`src/hw/rtl/srr_pkg.sv`:
```
// shared types, constants and helpers for the selective repeat receiver
package srr_pkg;

    localparam int BUFFER_DEPTH = 8;
    localparam int SEQ_BITS     = 16;
    localparam int SEQ_IN_W     = 16;
    localparam int VALUE_W      = 17;
    localparam int CNT_W        = $clog2(BUFFER_DEPTH + 1);

    typedef logic [SEQ_BITS-1:0]       t_seq;
    typedef logic [CNT_W-1:0]          t_cnt;
    typedef logic signed [VALUE_W-1:0] t_value;

    localparam t_value VALUE_NONE = '1;

    typedef enum logic [1:0] {
        K_DELIVER = 2'd0,
        K_CUM_ACK = 2'd1,
        K_BUF_ACK = 2'd2,
        K_REJECT  = 2'd3
    } t_kind;

    typedef enum logic [1:0] {
        S_IDLE,
        S_DRAIN,
        S_ACK
    } t_state;

    typedef struct packed {
        logic shift;
        logic load;
    } t_cell_ctl;

    // input sequence field reduced to SEQ_BITS
    function automatic t_seq seq_from_in(input logic [SEQ_IN_W-1:0] x);
        logic [SEQ_BITS+SEQ_IN_W-1:0] w;
        w = {{SEQ_BITS{1'b0}}, x};
        return w[SEQ_BITS-1:0];
    endfunction

    // sequence number as result value, low VALUE_W bits
    function automatic t_value to_value(input t_seq s);
        logic [SEQ_BITS+VALUE_W-1:0] w;
        w = {{VALUE_W{1'b0}}, s};
        return w[VALUE_W-1:0];
    endfunction

endpackage

```
`src/hw/rtl/srr_in_if.sv`:
```
// arriving frame channel
interface srr_in_if;
    import srr_pkg::*;

    logic                valid;
    logic                ready;
    logic [SEQ_IN_W-1:0] seq;
    logic                lost;

    modport source (output valid, output seq, output lost, input ready);
    modport sink   (input valid, input seq, input lost, output ready);
endinterface

```
`src/hw/rtl/srr_out_if.sv`:
```
// result channel
interface srr_out_if;
    import srr_pkg::*;

    logic        valid;
    logic        ready;
    logic [1:0]  kind;
    t_value      value;
    logic        last;

    modport source (output valid, output kind, output value, output last, input ready);
    modport sink   (input valid, input kind, input value, input last, output ready);
endinterface

```
`src/hw/rtl/srr_cell.sv`:
```
// one reorder buffer cell: holds a sequence number, shifts toward the head
module srr_cell (
    input  logic              i_clk,
    input  srr_pkg::t_cell_ctl i_ctl,
    input  srr_pkg::t_seq     i_new,
    input  srr_pkg::t_seq     i_next,
    input  srr_pkg::t_seq     i_probe,
    output srr_pkg::t_seq     o_entry,
    output logic              o_match
);
    import srr_pkg::*;

    t_seq r_entry;
    t_seq n_entry;

    always_comb begin
        priority if (i_ctl.load) begin
            n_entry = i_new;
        end else if (i_ctl.shift) begin
            n_entry = i_next;
        end else begin
            n_entry = r_entry;
        end
    end

    always_ff @(posedge i_clk) begin
        r_entry <= n_entry;
    end

    assign o_entry = r_entry;
    assign o_match = (r_entry == i_probe);
endmodule

```
`src/hw/rtl/selective_repeat_receiver.sv`:
```
// selective repeat receiver: one result per cycle unless the output stalls,
// frames taken one at a time; a lost, rejected or buffered frame gives one result,
// valid the next cycle; an in-order frame is delivered, then the reorder cell row
// shifts one entry per cycle if not stalled into the output, then the ack follows
// synchronous active-low reset clears the pointers, count and output valid;
// the cell contents are not reset
module selective_repeat_receiver (
    input  logic        i_clk,
    input  logic        i_rst_n,
    srr_in_if.sink      i_frame,
    srr_out_if.source   o_result
);
    import srr_pkg::*;

    t_state r_state, n_state;
    t_seq   r_expected, n_expected;
    t_seq   r_ntb, n_ntb;
    t_value r_last_acked, n_last_acked;
    t_cnt   r_count, n_count;

    logic   r_out_valid, n_out_valid;
    t_kind  r_kind, n_kind;
    t_value r_value, n_value;
    logic   r_last, n_last;

    logic   can_emit;
    logic   accept;
    logic   dup;
    logic   do_append;
    logic   do_shift;
    logic   emit;
    t_kind  e_kind;
    t_value e_value;
    logic   e_last;
    t_seq   in_seq;

    t_seq                    w_entry [BUFFER_DEPTH];
    logic [BUFFER_DEPTH-1:0] w_match;
    logic [BUFFER_DEPTH-1:0] w_in_use;
    t_cell_ctl               w_ctl   [BUFFER_DEPTH];

    assign can_emit = !r_out_valid || o_result.ready;
    assign accept   = i_frame.valid && i_frame.ready;
    assign in_seq   = seq_from_in(i_frame.seq);
    assign dup      = |(w_match & w_in_use);

    // reorder cell row, cell 0 is the head
    for (genvar i = 0; i < BUFFER_DEPTH; i++) begin : g_cell
        t_seq w_next;
        if (i < BUFFER_DEPTH - 1) begin : g_mid
            assign w_next = w_entry[i+1];
        end else begin : g_end
            assign w_next = w_entry[i];
        end
        assign w_in_use[i]    = (CNT_W'(i) < r_count);
        assign w_ctl[i].load  = do_append && (r_count == CNT_W'(i));
        assign w_ctl[i].shift = do_shift;

        srr_cell u_cell (
            .i_clk   (i_clk),
            .i_ctl   (w_ctl[i]),
            .i_new   (in_seq),
            .i_next  (w_next),
            .i_probe (in_seq),
            .o_entry (w_entry[i]),
            .o_match (w_match[i])
        );
    end

    // next state
    always_comb begin
        n_state = r_state;
        unique case (r_state)
            S_IDLE: begin
                if (accept && !i_frame.lost && in_seq == r_expected) begin
                    n_state = (r_count != '0) ? S_DRAIN : S_ACK;
                end
            end
            S_DRAIN: begin
                if (can_emit && r_count == t_cnt'(1)) begin
                    n_state = S_ACK;
                end
            end
            S_ACK: begin
                if (can_emit) begin
                    n_state = S_IDLE;
                end
            end
            default: n_state = S_IDLE;
        endcase
    end

    // datapath and outputs
    always_comb begin
        i_frame.ready = (r_state == S_IDLE) && can_emit;
        emit          = 1'b0;
        e_kind        = K_REJECT;
        e_value       = VALUE_NONE;
        e_last        = 1'b1;
        do_append     = 1'b0;
        do_shift      = 1'b0;
        n_expected    = r_expected;
        n_ntb         = r_ntb;
        n_last_acked  = r_last_acked;
        n_count       = r_count;
        unique case (r_state)
            S_IDLE: begin
                if (accept) begin
                    emit = 1'b1;
                    if (i_frame.lost) begin
                        if (r_count == '0) begin
                            n_ntb = (in_seq == r_expected) ? in_seq + t_seq'(1) : in_seq;
                        end
                    end else if (in_seq != r_expected) begin
                        if (r_count != t_cnt'(BUFFER_DEPTH) && !dup && r_ntb == in_seq) begin
                            do_append = 1'b1;
                            n_count   = r_count + t_cnt'(1);
                            n_ntb     = in_seq + t_seq'(1);
                            e_kind    = K_BUF_ACK;
                            e_value   = r_last_acked;
                        end
                    end else begin
                        e_kind  = K_DELIVER;
                        e_value = to_value(in_seq);
                        e_last  = 1'b0;
                    end
                end
            end
            S_DRAIN: begin
                if (can_emit) begin
                    emit       = 1'b1;
                    do_shift   = 1'b1;
                    e_kind     = K_DELIVER;
                    e_value    = to_value(w_entry[0]);
                    e_last     = 1'b0;
                    n_expected = w_entry[0];
                    n_count    = r_count - t_cnt'(1);
                end
            end
            S_ACK: begin
                if (can_emit) begin
                    emit         = 1'b1;
                    e_kind       = K_CUM_ACK;
                    e_value      = to_value(r_expected);
                    e_last       = 1'b1;
                    n_last_acked = to_value(r_expected);
                    n_expected   = r_expected + t_seq'(1);
                end
            end
            default: ;
        endcase

        n_out_valid = r_out_valid && !o_result.ready;
        n_kind      = r_kind;
        n_value     = r_value;
        n_last      = r_last;
        if (emit) begin
            n_out_valid = 1'b1;
            n_kind      = e_kind;
            n_value     = e_value;
            n_last      = e_last;
        end
    end

    always_ff @(posedge i_clk) begin
        if (!i_rst_n) begin
            r_state      <= S_IDLE;
            r_expected   <= '0;
            r_ntb        <= '0;
            r_last_acked <= VALUE_NONE;
            r_count      <= '0;
            r_out_valid  <= 1'b0;
        end else begin
            r_state      <= n_state;
            r_expected   <= n_expected;
            r_ntb        <= n_ntb;
            r_last_acked <= n_last_acked;
            r_count      <= n_count;
            r_out_valid  <= n_out_valid;
        end
    end

    always_ff @(posedge i_clk) begin
        r_kind  <= n_kind;
        r_value <= n_value;
        r_last  <= n_last;
    end

    assign o_result.valid = r_out_valid;
    assign o_result.kind  = r_kind;
    assign o_result.value = r_value;
    assign o_result.last  = r_last;

`ifndef ASSERT_OFF
    a_count_range: assert property (@(posedge i_clk) disable iff (!i_rst_n)
        r_count <= t_cnt'(BUFFER_DEPTH))
        else $error("reorder count above depth");

    a_ready_idle: assert property (@(posedge i_clk) disable iff (!i_rst_n)
        i_frame.ready |-> r_state == S_IDLE)
        else $error("frame taken outside idle");

    a_lost_keeps_count: assert property (@(posedge i_clk) disable iff (!i_rst_n)
        (accept && i_frame.lost) |=> (r_state == S_IDLE && $stable(r_count)))
        else $error("lost frame changed buffer");

    a_ack_empty: assert property (@(posedge i_clk) disable iff (!i_rst_n)
        r_state == S_ACK |-> r_count == '0)
        else $error("ack with frames still buffered");

    a_cum_ack_last: assert property (@(posedge i_clk) disable iff (!i_rst_n)
        (r_out_valid && r_kind == K_CUM_ACK) |-> r_last)
        else $error("cumulative ack not final");
`endif
endmodule

```
`src/flat_wrapper.sv`:
```
// flat-port wrapper written by rule: the top's interface ports become plain ports
module selective_repeat_receiver_flat import srr_pkg::*;
  (i_clk, i_rst_n, i_frame_valid, i_frame_seq, i_frame_lost, i_frame_ready, o_result_valid, o_result_kind, o_result_value, o_result_last, o_result_ready);
  srr_in_if i_frame_i ();
  srr_out_if o_result_i ();
  input  logic i_clk;
  input  logic i_rst_n;
  input wire logic [$bits(i_frame_i.valid)-1:0] i_frame_valid;
  input wire logic [$bits(i_frame_i.seq)-1:0] i_frame_seq;
  input wire logic [$bits(i_frame_i.lost)-1:0] i_frame_lost;
  output wire logic [$bits(i_frame_i.ready)-1:0] i_frame_ready;
  output wire logic [$bits(o_result_i.valid)-1:0] o_result_valid;
  output wire logic [$bits(o_result_i.kind)-1:0] o_result_kind;
  output wire logic [$bits(o_result_i.value)-1:0] o_result_value;
  output wire logic [$bits(o_result_i.last)-1:0] o_result_last;
  input wire logic [$bits(o_result_i.ready)-1:0] o_result_ready;
  assign i_frame_i.valid = i_frame_valid;
  assign i_frame_i.seq = i_frame_seq;
  assign i_frame_i.lost = i_frame_lost;
  assign i_frame_ready = i_frame_i.ready;
  assign o_result_valid = o_result_i.valid;
  assign o_result_kind = o_result_i.kind;
  assign o_result_value = o_result_i.value;
  assign o_result_last = o_result_i.last;
  assign o_result_i.ready = o_result_ready;
  selective_repeat_receiver u_core (.i_clk(i_clk), .i_rst_n(i_rst_n), .i_frame(i_frame_i), .o_result(o_result_i));
endmodule
```
`config.mk`:
```
export PLATFORM = sky130hd
export DESIGN_NAME = selective_repeat_receiver_flat
export DESIGN_NICKNAME = d
export VERILOG_FILES = /design/src/hw/rtl/srr_pkg.sv /design/src/hw/rtl/srr_in_if.sv /design/src/hw/rtl/srr_out_if.sv /design/src/hw/rtl/srr_cell.sv /design/src/hw/rtl/selective_repeat_receiver.sv /design/src/flat_wrapper.sv
export SDC_FILE = /design/constraint.sdc
export NUM_CORES = 1
export LEC_CHECK = 0
export ABC_AREA = 1
export BUFFER_PORTS_ARGS = -buffer_cell sky130_fd_sc_hd__buf_2
export CAP_MARGIN = 20
export CELL_PAD_IN_SITES_DETAIL_PLACEMENT = 0
export CELL_PAD_IN_SITES_GLOBAL_PLACEMENT = 2
export CORE_UTILIZATION = 37
export CTS_BUF_LIST = sky130_fd_sc_hd__clkbuf_16
export DETAILED_ROUTE_END_ITERATION = 12
export GPL_ROUTABILITY_DRIVEN = 0
export GPL_TIMING_DRIVEN = 0
export MAX_ROUTING_LAYER = met4
export PLACE_DENSITY_LB_ADDON = 0.1
export SLEW_MARGIN = 10
export SYNTH_ARGS = -nofsm -noshare
export SYNTH_HDL_FRONTEND = slang
export SYNTH_SLANG_ARGS = --single-unit
```
`constraint.sdc`:
```
create_clock -name i_clk -period 4.66 [get_ports i_clk]
set_clock_uncertainty 0.1 [all_clocks]
set_input_delay 0.932 -clock i_clk [delete_from_list [all_inputs] [get_ports i_clk]]
set_output_delay 0.932 -clock i_clk [all_outputs]
set_load 0.05 [all_outputs]
```
Word-level counts from Yosys, hierarchy flattened
Index checks and enable logic that the tools add are counted.

Add/sub/neg operators: 4. Magnitude comparators: 8. Equality and inequality tests: 30. Mux-type cells: 62. Bitwise logic cells: 1. Reductions and logical operators: 42.

Operators by type and width (count): 16-bit two-way mux (21); 16-bit equality test (10); 17-bit two-way mux (6); 17-bit one-hot mux with 3 select lines (1); 16-bit by 1-bit adder with 16-bit output, second input constant (2); 16-bit one-hot mux with 2 select lines (1); 2-bit nonzero test (11); 4-bit two-way mux (5); 2-bit two-way mux (9); 4-bit by 3-bit equality test with 1-bit output, second input constant (4); 1-bit logical AND (16); 3-bit by 4-bit less-than comparator with 1-bit output, first input constant (4); 16-bit inequality test (1); 1-bit two-way mux (14); 2-bit by 1-bit inequality test with 1-bit output, second input constant (6); 2-bit one-hot mux with 3 select lines (2); 8-bit bitwise AND (1); 4-bit by 2-bit equality test with 1-bit output, second input constant (2); 1-bit by 4-bit less-than comparator with 1-bit output, first input constant (2); 2-bit by 4-bit less-than comparator with 1-bit output, first input constant (2); 4-bit one-hot mux with 2 select lines (1); 8-bit OR reduction (1); 2-bit inequality test, second input constant (3); 3-bit AND reduction (2); 16 further kinds (20).

Register bits after elaboration: 204. Input port bits: 21. Output and inout bits: 22. Logic and storage cells: 164.

Logic depth before layout (Yosys ltp)
Word-level depth: 13. Depth in mapped cells: 18. Depth with buffers taken out: 16.

By module
Synthesis repeated with hierarchy kept, for this count alone.

Cell total of the unflattened synthesis: 1794. Area total of the unflattened synthesis: 12886.1 um^2.

Modules (own cells, without submodules): srr_cell (times used 8, cells each 120, area an instance 947.2 um^2, sequential area each 480.5 um^2); selective_repeat_receiver (times used 1, cells each 834, area an instance 5308.8 um^2, sequential area each 1721.7 um^2).

Worst setup path before layout
OpenSTA, ideal clock, no wires.

Path kind: in2reg. Start point: input port o_result_ready. End point: register u_core.g_cell[7].u_cell.r_entry[0], enable pin. Library setup time: 0.409 ns. Arrival time: 3.681 ns. Setup slack: 0.470 ns. Stages on the path: 9. Buffers on the path: 1. Cell sequence: nor2_1 nor2_1 nand2_1 nor2_1 nand2_1 inv_1 nand4_1 clkbuf_1 nor3_1.

RTL lines: start: declaration (RTL line flat_wrapper.sv:16) `input wire logic [$bits(o_result_i.ready)-1:0] o_result_ready;`; end signal: assignment (RTL line srr_cell.sv:27) `r_entry <= n_entry;`; end: declaration (RTL line srr_cell.sv:13) `t_seq r_entry;`.

==> impl_metrics.csv <==
group,metric,value,unit
drt,drtAntennaViolNets,0,
cells_and_area,fin_nets,1801,
critical_path,setup.worst_path.start_class,"input port",
drt,wl,51800,µm
synth,synth_async_sr_flop_share,0,%
floorplanning,die_w,188,µm
placement,hpwlAfterDp,37300,µm
sta,period_needed,4530,ps
drt,via_per_inst,5.38,
floorplanning,die_h,188,µm
clocking,cts_root_buf,"clkbuf_16",
drt,detailedRoute.firstIterationViolations,1018,
clocking,clkSinkCount,204,
power,power.switching,0.00311,W
critical_path,reg2reg_from,"u_core.r_count[0]$_SDFFE_PN0P_",
cells_and_area,final_cell_mix,"nand2_1, edfxtp_1, nor2_1",
floorplanning,dieArea,35200,µm²
global_routing,grt_pass1_wl,75400,µm
worst_hold_path,hp-class,"reg2reg",
critical_path,worstSetupEndpointType,"flop",
synth,seq_area_frac_synth,43.7,%
power,p_leak,6.30,nW
synth,ys_ff_latch,204,
synth,synth_cell_types,47,
critical_path,r2r_end,"u_core.g_cell[7].u_cell.o_entry[7]$_DFFE_PP_",
clocking,cts_tree,"done",
drt,drc_errors,0,
flow_run,drv_cap,0,
critical_path,cp_slowest_cell,"nor3_2",
sta,rsz0062_at_grt,"false",
synth,synth_top_area_cell,"edfxtp_1",
synth,syn_area,12700,µm²
floorplanning,core,33700,µm²
power,p_comb_share,35.1,%
sta,final-hold-violation-count,0,
cells_and_area,diodes,0,
cells_and_area,layout-drive-gt1-share,9.61,%
sta,final-max-slew-violation-count,0,
sta,relSlewSlack,20.2,%
clocking,cts_buffers,26,
critical_path,critPathLaunch,"i_frame_seq[7]",
floorplanning,initial_core_util,37.8,%
critical_path,path_class,"in2reg",
synth,synth_warnings,0,
synth,synth_top_area_share,34.9,%
synth,syn-num-nets,1728,
synth,syn_inst,1697,
placement,portBuffers,42,
critical_path,cp_common_cell,"buf_2",
power,swShare,40.7,%
global_routing,grt_max_degree,17,
power,clkPwrFrac,25.9,%
sta,worstMarginPinSlew,1200,ps
critical_path,required,4800,ps
sta,whs,350,ps
power,p_per_area,532,nW/µm²
floorplanning,std_cell_rows,67,
global_routing,grt_usage,30.3,%
synth,synth_edf_count,148,
sta,clock.fmax,221,MHz
drt,dr.pass1.iters,6,
clocking,cts_max_level,1,
run_status,status,"finished clean",
critical_path,cp_max_fo,10,
sta,setup_viol_count_final,0,
sta,period_share,97.2,%
synth,ys.flop_type,"edfxtp_1",
clocking,insertion_delay,540,ps
global_routing,overflow,0,
critical_path,slowest_delay,640,ps
critical_path,cp_num_buf_inv,6,
drt,via_count,12048,
critical_path,reg2reg_depth,14,
clocking,cts_max_path_buffers,3,
drt,wl_per_cell,23.2,µm
critical_path,crit_chain,"buf_2 > buf_2 > inv_1 > buf_2 > nand2_1 > nand4_1 > nor3b_1 > nand3_1 > nand2_1 > nor2_1 > nand4_1 > clkbuf_1 > nor3_2 > buf_4",
global_routing,antenna_found_initial,1,
critical_path,cp.depth,14,
floorplanning,ios,43,
critical_path,r2r_setup_slack,680,ps
power,sequentialPowerShare,39.0,%
cells_and_area,layout_commonest_cell,"nand2_1",
power,total_power,0.00765,W
cells_and_area,area_growth,12.9,%
global_routing,grt_pass1_vias,11364,
synth,postSynthAreaPerCell,7.51,µm²
cells_and_area,final.fill_count,3541,
clocking,clkTransAtPathRegs,60,ps
power,p_int,0.00454,W
critical_path,crit_arrival,4670,ps
power,ir_worst_vdd,0.353,mV
synth,yosys-top-cells-area,"edfxtp_1, nand2_1, dfxtp_1",
critical_path,crit_family,"buffers and inverters",
critical_path,critical_path.endpoint,"u_core.g_cell[7].u_cell.o_entry[7]$_DFFE_PP_",
-- tightest hold or removal path: stages, from the launching register on --
cell and delay [ps]:
dfxtp_1 320, nand2_1 50, nand3_1 50
-- metal layers --
layer  global-route usage [%]  up-vias  part of all wire (%)
met4                     10.5        0                   3.7
met1                     40.7     5699                    44
li1                         -     5758                     -
met5                        -        -                     0
met2                     46.7      490                    45
met3                     4.08      101                   7.8
-- registers in the layout (all words and copies together), names as in the netlist --
register                      count
u_core.o_result.kind              2
u_core.o_result.value            17
u_core.r_last_acked              17
u_core.r_expected                16
u_core.r_count                    4
u_core.r_state                    2
u_core.o_result.valid             1
u_core.o_result.last              1
u_core.r_ntb                     16
u_core.g_cell.u_cell.o_entry    128
-- power by group through the flow --
| stage | Sequential, W | Combinational (W) | Clock [W] |
|---|---|---|---|
| after CTS | 0.00297 | 0.00266 | 0.00201 |
| after global routing | 0.00304 | 0.00296 | 0.00208 |
| after global placement | 0.00301 | 0.00263 | 0 |
| after floorplan | 0.00319 | 0.00164 | 0 |
| final | 0.00298 | 0.00268 | 0.00198 |
| after detailed placement | 0.00301 | 0.00265 | 0 |
-- how the worst min path moves through the flow --
| stage | endpoint | slack (ps) | start | cells past startpoint |
|---|---|---|---|---|
| floorplan | u_core.r_last_acked[16]$_SDFFE_PN1P_ | 320 | u_core.r_last_acked[16]$_SDFFE_PN1P_ | 2 |
| global placement | u_core.r_last_acked[0]$_SDFFE_PN1P_ | 330 | u_core.r_last_acked[0]$_SDFFE_PN1P_ | 2 |
| detailed placement | u_core.r_last_acked[8]$_SDFFE_PN1P_ | 340 | u_core.r_last_acked[8]$_SDFFE_PN1P_ | 2 |
| CTS | u_core.r_last_acked[8]$_SDFFE_PN1P_ | 350 | u_core.r_last_acked[8]$_SDFFE_PN1P_ | 2 |
| global route | u_core.r_last_acked[8]$_SDFFE_PN1P_ | 370 | u_core.r_last_acked[8]$_SDFFE_PN1P_ | 2 |
| finish | u_core.r_last_acked[1]$_SDFFE_PN1P_ | 350 | u_core.r_last_acked[1]$_SDFFE_PN1P_ | 2 |
-- cells by family after synthesis --
kind of cell	synth area share, %
flip-flops	43.7
AND/OR/NAND/NOR	29.9
XOR/XNOR	6.74
AO/OA/AOI/OAI	10.3
buffers and inverters	8.39
adder cells (fa/ha/maj)	0.982
-- cell usage after synthesis (18+ instances only) --
master / instances
a21oi_1: 53
buf_2: 40
clkbuf_1: 45
dfxtp_1: 56
edfxtp_1: 148
inv_1: 136
nand2_1: 560
nand3_1: 72
nand4_1: 73
nor2_1: 146
nor3_1: 18
o21ai_0: 86
o21ai_1: 44
xnor2_1: 45
xor2_1: 53
-- per-stage QoR --
stage               setup slack (ps)  instance area (µm²)  cells  setup TNS [ps]  utilization [%]
finish                           129                14400   2238               0             42.7
global route                    32.9                14400   2238               0             42.7
CTS                              231                14400   2238               0             42.7
detailed placement              -356                13600   2190          -25730             40.2
global placement               -1580                13500   2187          -45720             40.1
floorplan                        470                12700   1697               0                -
-- final cells by class --
| cell class | count | area [µm²] | area share, % |
|---|---|---|---|
| inverters | 148 | 556 | 3.86 |
| repair buffers | 45 | 244 | 1.70 |
| plain buffers | 104 | 513 | 3.57 |
| multi-input cells | 1241 | 6120 | 42.6 |
| clock buffers | 27 | 676 | 4.70 |
| well taps | 448 | 561 | 3.90 |
| flip-flops and latches | 204 | 5570 | 38.7 |
| clock inverters | 21 | 146 | 1.02 |
-- timing repair --
item                                    4_1_cts  5_1_grt
gates resized for setup                       0        1
endpoints found under the setup margin        0       15
buffers inserted                              0        0
hold buffers                                  0        0
Power figures use the tool's default switching activity.
